--- config.mk ---
export PLATFORM = sky130hd
export DESIGN_NAME = move_to_front_list_unit
export DESIGN_NICKNAME = d
export VERILOG_FILES = /design/src/mtfl_pkg.sv /design/src/mtfl_cell.sv /design/src/move_to_front_list_unit.sv
export SDC_FILE = /design/constraint.sdc
export NUM_CORES = 2
export LEC_CHECK = 0
export BUFFER_PORTS_ARGS = -buffer_cell sky130_fd_sc_hd__buf_2
export CAP_MARGIN = 30
export CORE_MARGIN = 1
export CORE_UTILIZATION = 60
export DETAILED_ROUTE_END_ITERATION = 7
export GPL_ROUTABILITY_DRIVEN = 1
export PLACE_DENSITY = 0.87
export SYNTH_ARGS = -nofsm -noshare
export SYNTH_HDL_FRONTEND = slang
export SYNTH_HIERARCHICAL = 1
export SYNTH_SLANG_ARGS = --single-unit
--- constraint.sdc ---
create_clock -name i_clk -period 30.2 [get_ports i_clk]
set_clock_uncertainty 0.05 [all_clocks]
set_input_delay 3.02 -clock i_clk [delete_from_list [all_inputs] [get_ports i_clk]]
set_output_delay 3.02 -clock i_clk [all_outputs]
set_load 0.03 [all_outputs]
--- src/mtfl_pkg.sv ---
package mtfl_pkg;

    // Default sizing of the list.
    localparam int CAPACITY_DEF   = 16;
    localparam int ELEM_WIDTH_DEF = 32;

    // Request codes carried on the input tuser.
    typedef enum logic [1:0] {
        REQ_ADD    = 2'd0,
        REQ_GET    = 2'd1,
        REQ_REWIND = 2'd2,
        REQ_NEXT   = 2'd3
    } t_req;

    // Controls broadcast from the sequencer to every cell.
    typedef struct packed {
        logic capture;  // register compare and cursor pick
        logic apply;    // commit the request to the stored values
        logic do_get;   // request is a get
        logic do_add;   // request is an add
        logic hit;      // some occupied cell matched the key
        logic add_ok;   // add of an absent value with room left
    } t_cell_ctrl;

endpackage

--- src/mtfl_cell.sv ---
module mtfl_cell #(
    parameter int ELEM_WIDTH = mtfl_pkg::ELEM_WIDTH_DEF,
    parameter int IDX_W      = 4,
    parameter int CNT_W      = 5,
    parameter int INDEX      = 0
) (
    input  logic                   i_clk,
    input  mtfl_pkg::t_cell_ctrl   i_ctrl,
    input  logic [ELEM_WIDTH-1:0]  i_key,
    input  logic [CNT_W-1:0]       i_count,
    input  logic [IDX_W-1:0]       i_cursor,
    input  logic [IDX_W-1:0]       i_hit_pos,
    input  logic [ELEM_WIDTH-1:0]  i_prev_value,
    output logic [ELEM_WIDTH-1:0]  o_value,
    output logic                   o_match,
    output logic [ELEM_WIDTH-1:0]  o_pick
);

    logic [ELEM_WIDTH-1:0] r_value;
    logic                  r_match;
    logic [ELEM_WIDTH-1:0] r_pick;
    logic                  occupied;
    logic                  shift_in;
    logic                  append_here;

    assign occupied    = (i_count > CNT_W'(INDEX));
    // On a get hit every cell from the head down to the hit takes its
    // neighbor's value; the head cell's neighbor input carries the key.
    assign shift_in    = i_ctrl.do_get && i_ctrl.hit && (IDX_W'(INDEX) <= i_hit_pos);
    assign append_here = i_ctrl.do_add && i_ctrl.add_ok && (i_count == CNT_W'(INDEX));

    always_ff @(posedge i_clk) begin
        if (i_ctrl.capture) begin
            r_match <= occupied && (r_value == i_key);
            r_pick  <= (occupied && (i_cursor == IDX_W'(INDEX))) ? r_value : '0;
        end
        if (i_ctrl.apply) begin
            if (shift_in) begin
                r_value <= i_prev_value;
            end else if (append_here) begin
                r_value <= i_key;
            end
        end
    end

    assign o_value = r_value;
    assign o_match = r_match;
    assign o_pick  = r_pick;

endmodule

--- src/move_to_front_list_unit.sv ---
// Channel    Direction  Beat contents
// s_axis     in         tdata: elem_value; tuser: req_type
// m_axis     out        tdata: hit_or_added, value_out, entry_count, more_after,
//                              past_end, list_full (lowest bit first)
//
// Every request passes through the accept cycle, a compare cycle in which each
// cell registers its match bit and its cursor pick, and an apply cycle in which
// the reduced hit decides the shift or append and the result is loaded.
// The apply cycle waits while the output register holds a beat not yet taken.
// Synchronous active-low reset empties the list and parks the cursor at the
// end; the stored values themselves are not cleared.
module move_to_front_list_unit #(
    parameter int CAPACITY   = mtfl_pkg::CAPACITY_DEF,
    parameter int ELEM_WIDTH = mtfl_pkg::ELEM_WIDTH_DEF,
    localparam int IDX_W     = $clog2(CAPACITY),
    localparam int CNT_W     = $clog2(CAPACITY + 1),
    localparam int IN_W      = ((ELEM_WIDTH + 7) / 8) * 8,
    localparam int OUT_RAW   = ELEM_WIDTH + CNT_W + 4,
    localparam int OUT_W     = ((OUT_RAW + 7) / 8) * 8
) (
    input  logic             i_clk,
    input  logic             i_rst_n,
    input  logic             s_axis_tvalid,
    output logic             s_axis_tready,
    // [ELEM_WIDTH-1:0] elem_value, rest zero
    input  logic [IN_W-1:0]  s_axis_tdata,
    // [1:0] req_type
    input  logic [1:0]       s_axis_tuser,
    output logic             m_axis_tvalid,
    input  logic             m_axis_tready,
    // [0] hit_or_added, [ELEM_WIDTH:1] value_out, then entry_count (CNT_W bits),
    // more_after, past_end, list_full, rest zero
    output logic [OUT_W-1:0] m_axis_tdata
);

    // Bit offsets of the result fields inside the output beat.
    localparam int OFS_VAL  = 1;
    localparam int OFS_CNT  = OFS_VAL + ELEM_WIDTH;
    localparam int OFS_MORE = OFS_CNT + CNT_W;
    localparam int OFS_PAST = OFS_MORE + 1;
    localparam int OFS_FULL = OFS_PAST + 1;

    typedef enum logic [1:0] {
        ST_IDLE,
        ST_MATCH,
        ST_APPLY
    } t_state;

    t_state                r_state;
    mtfl_pkg::t_req        r_req;
    logic [ELEM_WIDTH-1:0] r_key;
    logic [CNT_W-1:0]      r_count;
    logic [IDX_W-1:0]      r_cursor;
    logic                  r_cur_valid;
    logic                  r_out_valid;
    logic [OUT_W-1:0]      r_out_data;

    logic [CNT_W-1:0]      n_count;
    logic [IDX_W-1:0]      n_cursor;
    logic                  n_cur_valid;
    logic [OUT_W-1:0]      n_out_data;

    logic [ELEM_WIDTH-1:0] cell_value [CAPACITY];
    logic [ELEM_WIDTH-1:0] cell_pick  [CAPACITY];
    logic [CAPACITY-1:0]   cell_match;

    logic                  hit;
    logic [IDX_W-1:0]      hit_pos;
    logic [ELEM_WIDTH-1:0] pick_value;
    logic                  out_free;
    logic                  apply_fire;
    logic                  room_left;
    mtfl_pkg::t_cell_ctrl  ctrl;

    assign s_axis_tready = (r_state == ST_IDLE);
    assign out_free      = !r_out_valid || m_axis_tready;
    assign apply_fire    = (r_state == ST_APPLY) && out_free;
    assign room_left     = (r_count < CNT_W'(CAPACITY));

    // Reduce the registered cell outputs. The values are distinct, so at
    // most one match bit is set and at most one pick is nonzero.
    always_comb begin
        hit        = |cell_match;
        hit_pos    = '0;
        pick_value = '0;
        for (int i = 0; i < CAPACITY; i++) begin
            hit_pos    = hit_pos | (cell_match[i] ? IDX_W'(i) : '0);
            pick_value = pick_value | cell_pick[i];
        end
    end

    always_comb begin
        ctrl.capture = (r_state == ST_MATCH);
        ctrl.apply   = apply_fire;
        ctrl.do_get  = (r_req == mtfl_pkg::REQ_GET);
        ctrl.do_add  = (r_req == mtfl_pkg::REQ_ADD);
        ctrl.hit     = hit;
        ctrl.add_ok  = !hit && room_left;
    end

    // The row of cells. Each cell hands its value to the next one toward
    // the tail; the head cell takes the key in place of a neighbor.
    for (genvar g = 0; g < CAPACITY; g++) begin : g_cell
        logic [ELEM_WIDTH-1:0] prev_value;
        if (g == 0) begin : g_head
            assign prev_value = r_key;
        end else begin : g_body
            assign prev_value = cell_value[g-1];
        end
        mtfl_cell #(
            .ELEM_WIDTH (ELEM_WIDTH),
            .IDX_W      (IDX_W),
            .CNT_W      (CNT_W),
            .INDEX      (g)
        ) u_cell (
            .i_clk        (i_clk),
            .i_ctrl       (ctrl),
            .i_key        (r_key),
            .i_count      (r_count),
            .i_cursor     (r_cursor),
            .i_hit_pos    (hit_pos),
            .i_prev_value (prev_value),
            .o_value      (cell_value[g]),
            .o_match      (cell_match[g]),
            .o_pick       (cell_pick[g])
        );
    end

    // Result and next cursor and count for the request in the apply cycle.
    always_comb begin
        n_count     = r_count;
        n_cursor    = r_cursor;
        n_cur_valid = r_cur_valid;
        n_out_data  = '0;
        case (r_req)
            mtfl_pkg::REQ_ADD: begin
                if (!hit) begin
                    if (room_left) begin
                        n_count       = r_count + CNT_W'(1);
                        n_out_data[0] = 1'b1;
                    end else begin
                        n_out_data[OFS_FULL] = 1'b1;
                    end
                end
            end
            mtfl_pkg::REQ_GET: begin
                if (hit) begin
                    n_out_data[0]                     = 1'b1;
                    n_out_data[OFS_VAL +: ELEM_WIDTH] = r_key;
                end
            end
            mtfl_pkg::REQ_REWIND: begin
                n_cursor    = '0;
                n_cur_valid = (r_count != '0);
            end
            mtfl_pkg::REQ_NEXT: begin
                if (r_cur_valid && (CNT_W'(r_cursor) < r_count)) begin
                    n_out_data[OFS_VAL +: ELEM_WIDTH] = pick_value;
                    if ((CNT_W'(r_cursor) + CNT_W'(1)) < r_count) begin
                        n_cursor = r_cursor + IDX_W'(1);
                    end else begin
                        n_cur_valid = 1'b0;
                    end
                end else begin
                    n_cur_valid          = 1'b0;
                    n_out_data[OFS_PAST] = 1'b1;
                end
            end
            default: begin
                n_cur_valid = r_cur_valid;
            end
        endcase
        n_out_data[OFS_CNT +: CNT_W] = n_count;
        n_out_data[OFS_MORE]         = n_cur_valid;
    end

    // Sequencer with the list bookkeeping and the output register.
    always_ff @(posedge i_clk) begin
        if (!i_rst_n) begin
            r_state     <= ST_IDLE;
            r_count     <= '0;
            r_cursor    <= '0;
            r_cur_valid <= 1'b0;
            r_out_valid <= 1'b0;
        end else begin
            // A new result replaces the one being taken in the same cycle.
            if (apply_fire) begin
                r_out_valid <= 1'b1;
            end else if (m_axis_tready) begin
                r_out_valid <= 1'b0;
            end
            case (r_state)
                ST_IDLE: begin
                    if (s_axis_tvalid) begin
                        r_req   <= mtfl_pkg::t_req'(s_axis_tuser);
                        r_key   <= s_axis_tdata[ELEM_WIDTH-1:0];
                        r_state <= ST_MATCH;
                    end
                end
                ST_MATCH: begin
                    r_state <= ST_APPLY;
                end
                ST_APPLY: begin
                    if (out_free) begin
                        r_count     <= n_count;
                        r_cursor    <= n_cursor;
                        r_cur_valid <= n_cur_valid;
                        r_out_data  <= n_out_data;
                        r_state     <= ST_IDLE;
                    end
                end
                default: begin
                    r_state <= ST_IDLE;
                end
            endcase
        end
    end

    assign m_axis_tvalid = r_out_valid;
    assign m_axis_tdata  = r_out_data;

endmodule
Yosys cells after proc, flatten, opt, wreduce, memory -nomap -nowiden. Cells that the tools add are included.

Register bits: 1128. Input bits: 38. Logic and storage cells: 368.

$add $sub $neg: 3. Magnitude comparators: 35. Equality and inequality tests: 55. Mux-type cells: 69. Bitwise logic cells: 30. Reduce and logical (&&, ||, !) cells: 118.

Operators by type and width (number): 32-bit 2-to-1 mux (33); 32-bit equality test (16); 32-bit bitwise OR (15); 1-bit logical AND (69); 32-bit one-hot mux with 2 select lines (1); 5-bit by 4-bit equality test with 1-bit output, second input constant (8); 5-bit by 4-bit greater-than comparator with 1-bit output, second input constant (8); 4-bit 2-to-1 mux (10); 2-bit AND reduction (18); 2-bit nonzero test (18); 33-bit 2-to-1 mux (1); 4-bit equality test, second input constant (8); 4-bit less-or-equal comparator, first input constant (8); 4-bit bitwise OR (7); 5-bit by 3-bit equality test with 1-bit output, second input constant (4); 5-bit by 3-bit greater-than comparator with 1-bit output, second input constant (4); 17-bit OR reduction (1); 4-bit by 3-bit equality test with 1-bit output, second input constant (4); 3-bit by 4-bit less-or-equal comparator with 1-bit output, first input constant (4); 16-bit OR reduction (1); 5-bit 2-to-1 mux (3); 3-bit 2-to-1 mux (4); 5-bit by 2-bit equality test with 1-bit output, second input constant (2); 5-bit by 1-bit greater-than comparator with 1-bit output, second input constant (2); other kinds (34) (61).

Depth between registers and ports, before layout.
Depth after elaboration: 19. Gate-level depth with buffers: 9. Gate-level depth less buffers: 8.

Modules after synthesis. Netlist, hierarchy kept.

Modules (own cells, without submodules): move_to_front_list_unit (times used 1, cells an instance 426, area each 4730.8 um2, seq. area each 2512.4 um2); mtfl_cell at g_cell[9].u_cell (times used 1, cells an instance 188, area each 3193.1 um2, seq. area each 1951.9 um2); mtfl_cell at g_cell[10].u_cell (times used 1, cells an instance 187, area each 3126.7 um2, seq. area each 1951.9 um2); mtfl_cell at g_cell[1].u_cell (times used 1, cells an instance 187, area each 3095.5 um2, seq. area each 1951.9 um2); mtfl_cell at g_cell[14].u_cell (times used 1, cells an instance 187, area each 3083.0 um2, seq. area each 1951.9 um2); mtfl_cell at g_cell[8].u_cell (times used 1, cells an instance 186, area each 3066.7 um2, seq. area each 1951.9 um2); mtfl_cell at g_cell[0].u_cell (times used 1, cells an instance 185, area each 3044.2 um2, seq. area each 1951.9 um2); mtfl_cell at g_cell[2].u_cell (times used 1, cells an instance 185, area each 3032.9 um2, seq. area each 1951.9 um2); mtfl_cell at g_cell[6].u_cell (times used 1, cells an instance 189, area each 3025.4 um2, seq. area each 1951.9 um2); mtfl_cell at g_cell[5].u_cell (times used 1, cells an instance 191, area each 3001.6 um2, seq. area each 1951.9 um2); mtfl_cell at g_cell[3].u_cell (times used 1, cells an instance 188, area each 2996.6 um2, seq. area each 1951.9 um2); mtfl_cell at g_cell[4].u_cell (times used 1, cells an instance 186, area each 2986.6 um2, seq. area each 1951.9 um2); mtfl_cell at g_cell[12].u_cell (times used 1, cells an instance 187, area each 2981.6 um2, seq. area each 1951.9 um2); mtfl_cell at g_cell[13].u_cell (times used 1, cells an instance 188, area each 2974.1 um2, seq. area each 1951.9 um2); 3 more rows.

Worst setup path before layout. No wires, ideal clock.

Kind: flip-flop to flip-flop. Start point: register r_state[1]. End point: register g_cell[0].u_cell.r_match (enable). Setup time: 1.497 ns. Arrival: 23.598 ns. Data required time: 28.653 ns. Setup slack: 5.055 ns. Cell stages (with the launch flop): 2. Path buffers: 0. Period minus slack after synthesis: 25.145 ns. Cell sequence: dfxtp_1 nor2b_1.

RTL lines: from (decl) (RTL line move_to_front_list_unit.sv:49) `t_state r_state;`; from (signal assigned) (RTL line move_to_front_list_unit.sv:180) `r_state <= ST_IDLE;`; from (signal assigned) (RTL line move_to_front_list_unit.sv:197) `r_state <= ST_MATCH;`; from (signal assigned) (RTL line move_to_front_list_unit.sv:201) `r_state <= ST_APPLY;`; to (signal assigned) (RTL line mtfl_cell.sv:34) `r_match <= occupied && (r_value == i_key);`; to (decl) (RTL line mtfl_cell.sv:20) `logic r_match;`.

Worst setup path in the final report.
Start point: input m_axis_tready. End point: register g_cell[13].u_cell.r_value[13] (enable).

Word-level cells in the longest chain between the ends: 3.

Ends and longest elaborated chain: from (decl) (RTL line move_to_front_list_unit.sv:30) `input logic m_axis_tready,`; 1-bit logical OR (RTL line move_to_front_list_unit.sv:76) `assign out_free = !r_out_valid || m_axis_tready;`; 1-bit logical AND (RTL line move_to_front_list_unit.sv:77) `assign apply_fire = (r_state == ST_APPLY) && out_free;`; via apply_fire (RTL line move_to_front_list_unit.sv:71) `logic apply_fire;`; 2-bit AND reduction (no line); to (signal assigned) (RTL line mtfl_cell.sv:39) `r_value <= i_prev_value;`; to (signal assigned) (RTL line mtfl_cell.sv:41) `r_value <= i_key;`; to (decl) (RTL line mtfl_cell.sv:19) `logic [ELEM_WIDTH-1:0] r_value;`.

The timed path passes the listed nets, and every way through them passes these cells. A chain may end at the register's enable or synchronous reset.

==> qor.yml <==
status: "complete, no violations"
ir_worst_vdd_mv: 0.06757
ys_seq_area_share_pct: 63.39
syn2layout_area_growth_pct: 10.58
met1_length_um: 52180
place_area_um2: 55160
min_path_cells: 2
finish.utilization_pct: 67.43
wl_per_cell_um: 29.05
synth-compound-area-share_pct: 1.462
fmax_mhz: 209.7
synth_mux_area_share_pct: 11.70
yosys.area_share.simple_pct: 12.83
met2_length_um: 65200
grt_max_degree: 198
maxUsedRoutingLayer: "met5"
ys.warnings.count: 6
syn-cell-area_um2: 53230
clkSinkCount: 1128
min_from: "r_cur_valid$_SDFFE_PN0P_"
synth-edff-count: 1115
cts_setup_buffers: 0
worstPathRequired_ns: 30.45
rows: 108
grt_antenna_before_repair: 9
hp-class: "register to register"
io_buffer_count: 80
grt_pass1_vias: 30547
dr.pass1.iters: 6
layout_commonest_cell: "edfxtp_1"
die_x_um: 299.9
drtIter0Drc: 4340
pin_count: 88
grt_pass1_wl_um: 205100
hold_end: "r_cur_valid$_SDFFE_PN0P_"
viasPerCell: 6.386
worstPathMaxFanout: 32
ys_types: 75
fin_worst_hold_slack_ns: 0.4357
drcViolationCount: 0
ff2ff_path_depth: 8
dr_wl_met3_um: 14380
r2r_setup_slack_ns: 26.28
setup_viol: 0
drv_slew: 0
synthFlopType: "edfxtp_1"
cts_htree_levels: 3
post_cts_resized: 0
dieArea_um2: 89910
cts_root_buffer: "clkbuf_16"
postSynth.asyncResetShare_pct: 0
wl_um: 141600
power_density_nw_per_um2: 56.32
worstPathArrival_ns: 5.02
yosysTopAreaCellShare_pct: 62.90
synth_adder_area_share_pct: 0.2351
tightest_slew_ns: 1.205
layout-drive-gt1-share_pct: 26.88
p_leak_nw: 20.53
synth_top_family_by_area: "simple AND/OR/NAND/NOR gates"
grtUsageTotal_pct: 31.58
crit_path_end_kind: "register"
start_kind: "input pin"
synthTopCellsByArea: "edfxtp_1 63%, mux2_2 7.6%, xor2_1 7.3%"
ys_seq_elements: 1128
numCtsBuffers: 113
netlist_instances: 3426
vias: 31119
worstReg2RegEnd: "g_cell[13].u_cell/o_value[13]$_DFFE_PP_"
cts_tree: "built"
final_cell_area_um2: 58860
hold_buffers: 0
slew_headroom_pct: 18.94
drv_cap: 0
mostFrequentLayoutCells: "1115 x edfxtp_1, 441 x xor2_1, 440 x and2_1"
insertion_delay_ns: 0.71
gp_congestion: 0.9762
final_antenna_net_count: 0
final_nets: 3674
rsz0062_at_grt: "no"
avgSynthCellArea_um2: 15.54
worstSetupPathType: "input pin to register"
synth_xor_area_share_pct: 8.556
fin_tns_setup_ns: 0
fin_crit_sh_pct: 15.79
globalRouteOverflowTotal: 0
cts.clk_slew.worst_paths_ns: 0.06
reg2reg_from: "g_cell[1].u_cell/o_match$_DFFE_PP_"
dieHeight_um: 299.9
nFillCells: 5690
clk_path_buf_depth: 3
core_um2: 87290
final-hold-violation-count: 0
yosys.area.top_type: "edfxtp_1"
min_period_ns: 4.769
start_util_pct: 60.98
dp_hpwl_um: 100100
-- metrics by stage --
| stage | setup slack (ns) | cells | total power, mW |
|---|---|---|---|
| 2_1_floorplan | 5.055 | 3432 | 1.942 |
| 3_3_place_gp | 24.73 | 4635 | 1.960 |
| 3_5_place_dp | 24.78 | 4655 | 1.966 |
| 4_1_cts | 25.48 | 4861 | 3.317 |
| 5_1_grt | 25.42 | 4872 | 3.388 |
| 6_report | 25.43 | 4873 | 3.315 |
-- synth_stat cells, types with 4 or more instances --
cell,n
a21boi_0,5
a21oi_1,9
a22o_1,32
a31oi_1,6
and2_1,440
and2_2,4
and2_4,72
and3_1,11
buf_2,16
buf_4,10
buf_6,58
clkbuf_1,28
dfxtp_1,13
edfxtp_1,1115
ha_1,10
inv_1,10
mux2_1,33
mux2_2,361
mux2_4,118
nand2_1,33
nand2b_1,6
nand3_1,32
nand4_1,80
nand4b_1,7
nand4bb_1,4
nor2_1,31
nor2_2,7
nor2_4,6
nor2b_1,6
nor3_1,20
nor4_1,229
nor4_2,23
nor4_4,5
o21a_1,8
or3_1,4
xnor2_1,79
xor2_1,441
-- worst max-delay path, stage by stage --
cell and delay, ns:
buf_2 0.07, nand2b_1 0.18, nand2_1 0.09, inv_1 0.67, o21a_2 0.94
-- how the worst max path moves through the flow --
stage                             from                                      end  slack (ns)  cells past startpoint
2_1_floorplan  r_state[1]$_SDFFE_PN0P_       g_cell[0].u_cell/o_match$_DFFE_PP_        5.05                      1
3_3_place_gp             m_axis_tready               m_axis_tdata[11]$_DFFE_PP_       24.73                      6
3_5_place_dp             m_axis_tready   g_cell[4].u_cell/o_value[10]$_DFFE_PP_       24.78                      5
4_1_cts                  m_axis_tready   g_cell[4].u_cell/o_value[10]$_DFFE_PP_       25.48                      5
5_1_grt                  m_axis_tready   g_cell[1].u_cell/o_value[15]$_DFFE_PP_       25.42                      5
6_report                 m_axis_tready  g_cell[13].u_cell/o_value[13]$_DFFE_PP_       25.43                      5
-- cell type report --
type                    count  area [um^2]  area share, %
well taps                1155         1445          2.455
clock inverters            73        636.9          1.082
diodes                      1        2.502       0.004252
multi-input cells        2178        18700          31.78
clock buffers             133         2945          5.004
repair buffers            194         1341          2.279
flip-flops and latches   1128        33740          57.33
inverters                  11        41.29        0.07015
-- kinds of logic (layout without fill, tap and decap cells) --
kind of cell / count (synthesis) / count (layout)
buffers and inverters: 126 / 411
other: 1 / 8
AND/OR/NAND/NOR: 1039 / 1039
flip-flops: 1128 / 1128
multiplexers: 514 / 514
XOR/XNOR: 520 / 520
adder cells (fa/ha/maj): 10 / 10
AO/OA/AOI/OAI: 88 / 88
-- sequential cells by signal (all words and copies together), names as in the netlist --
| name | cells |
|---|---|
| r_req | 2 |
| g_cell.u_cell/o_value | 512 |
| g_cell.u_cell/o_match | 16 |
| g_cell.prev_value | 32 |
| r_count | 5 |
| m_axis_tdata | 41 |
| g_cell.u_cell/o_pick | 512 |
| m_axis_tvalid | 1 |
| r_cur_valid | 1 |
| r_state | 2 |
| r_cursor | 4 |
-- metal layers --
metal,vias to the layer above,track usage (%)
li1,13340,-
met4,6,19.19
met5,-,0
met3,378,5.463
met1,15432,41.95
met2,1963,48.95
-- where the power goes --
| group | leakage, nW | internal, mW | switching [mW] |
|---|---|---|---|
| clock | 1.76 | 0.780 | 0.594 |
| combinational | 8.03 | 0.0662 | 0.112 |
| sequential | 10.7 | 1.75 | 0.0145 |
| total | 20.5 | 2.59 | 0.720 |
Power figures use the tool's default switching activity.
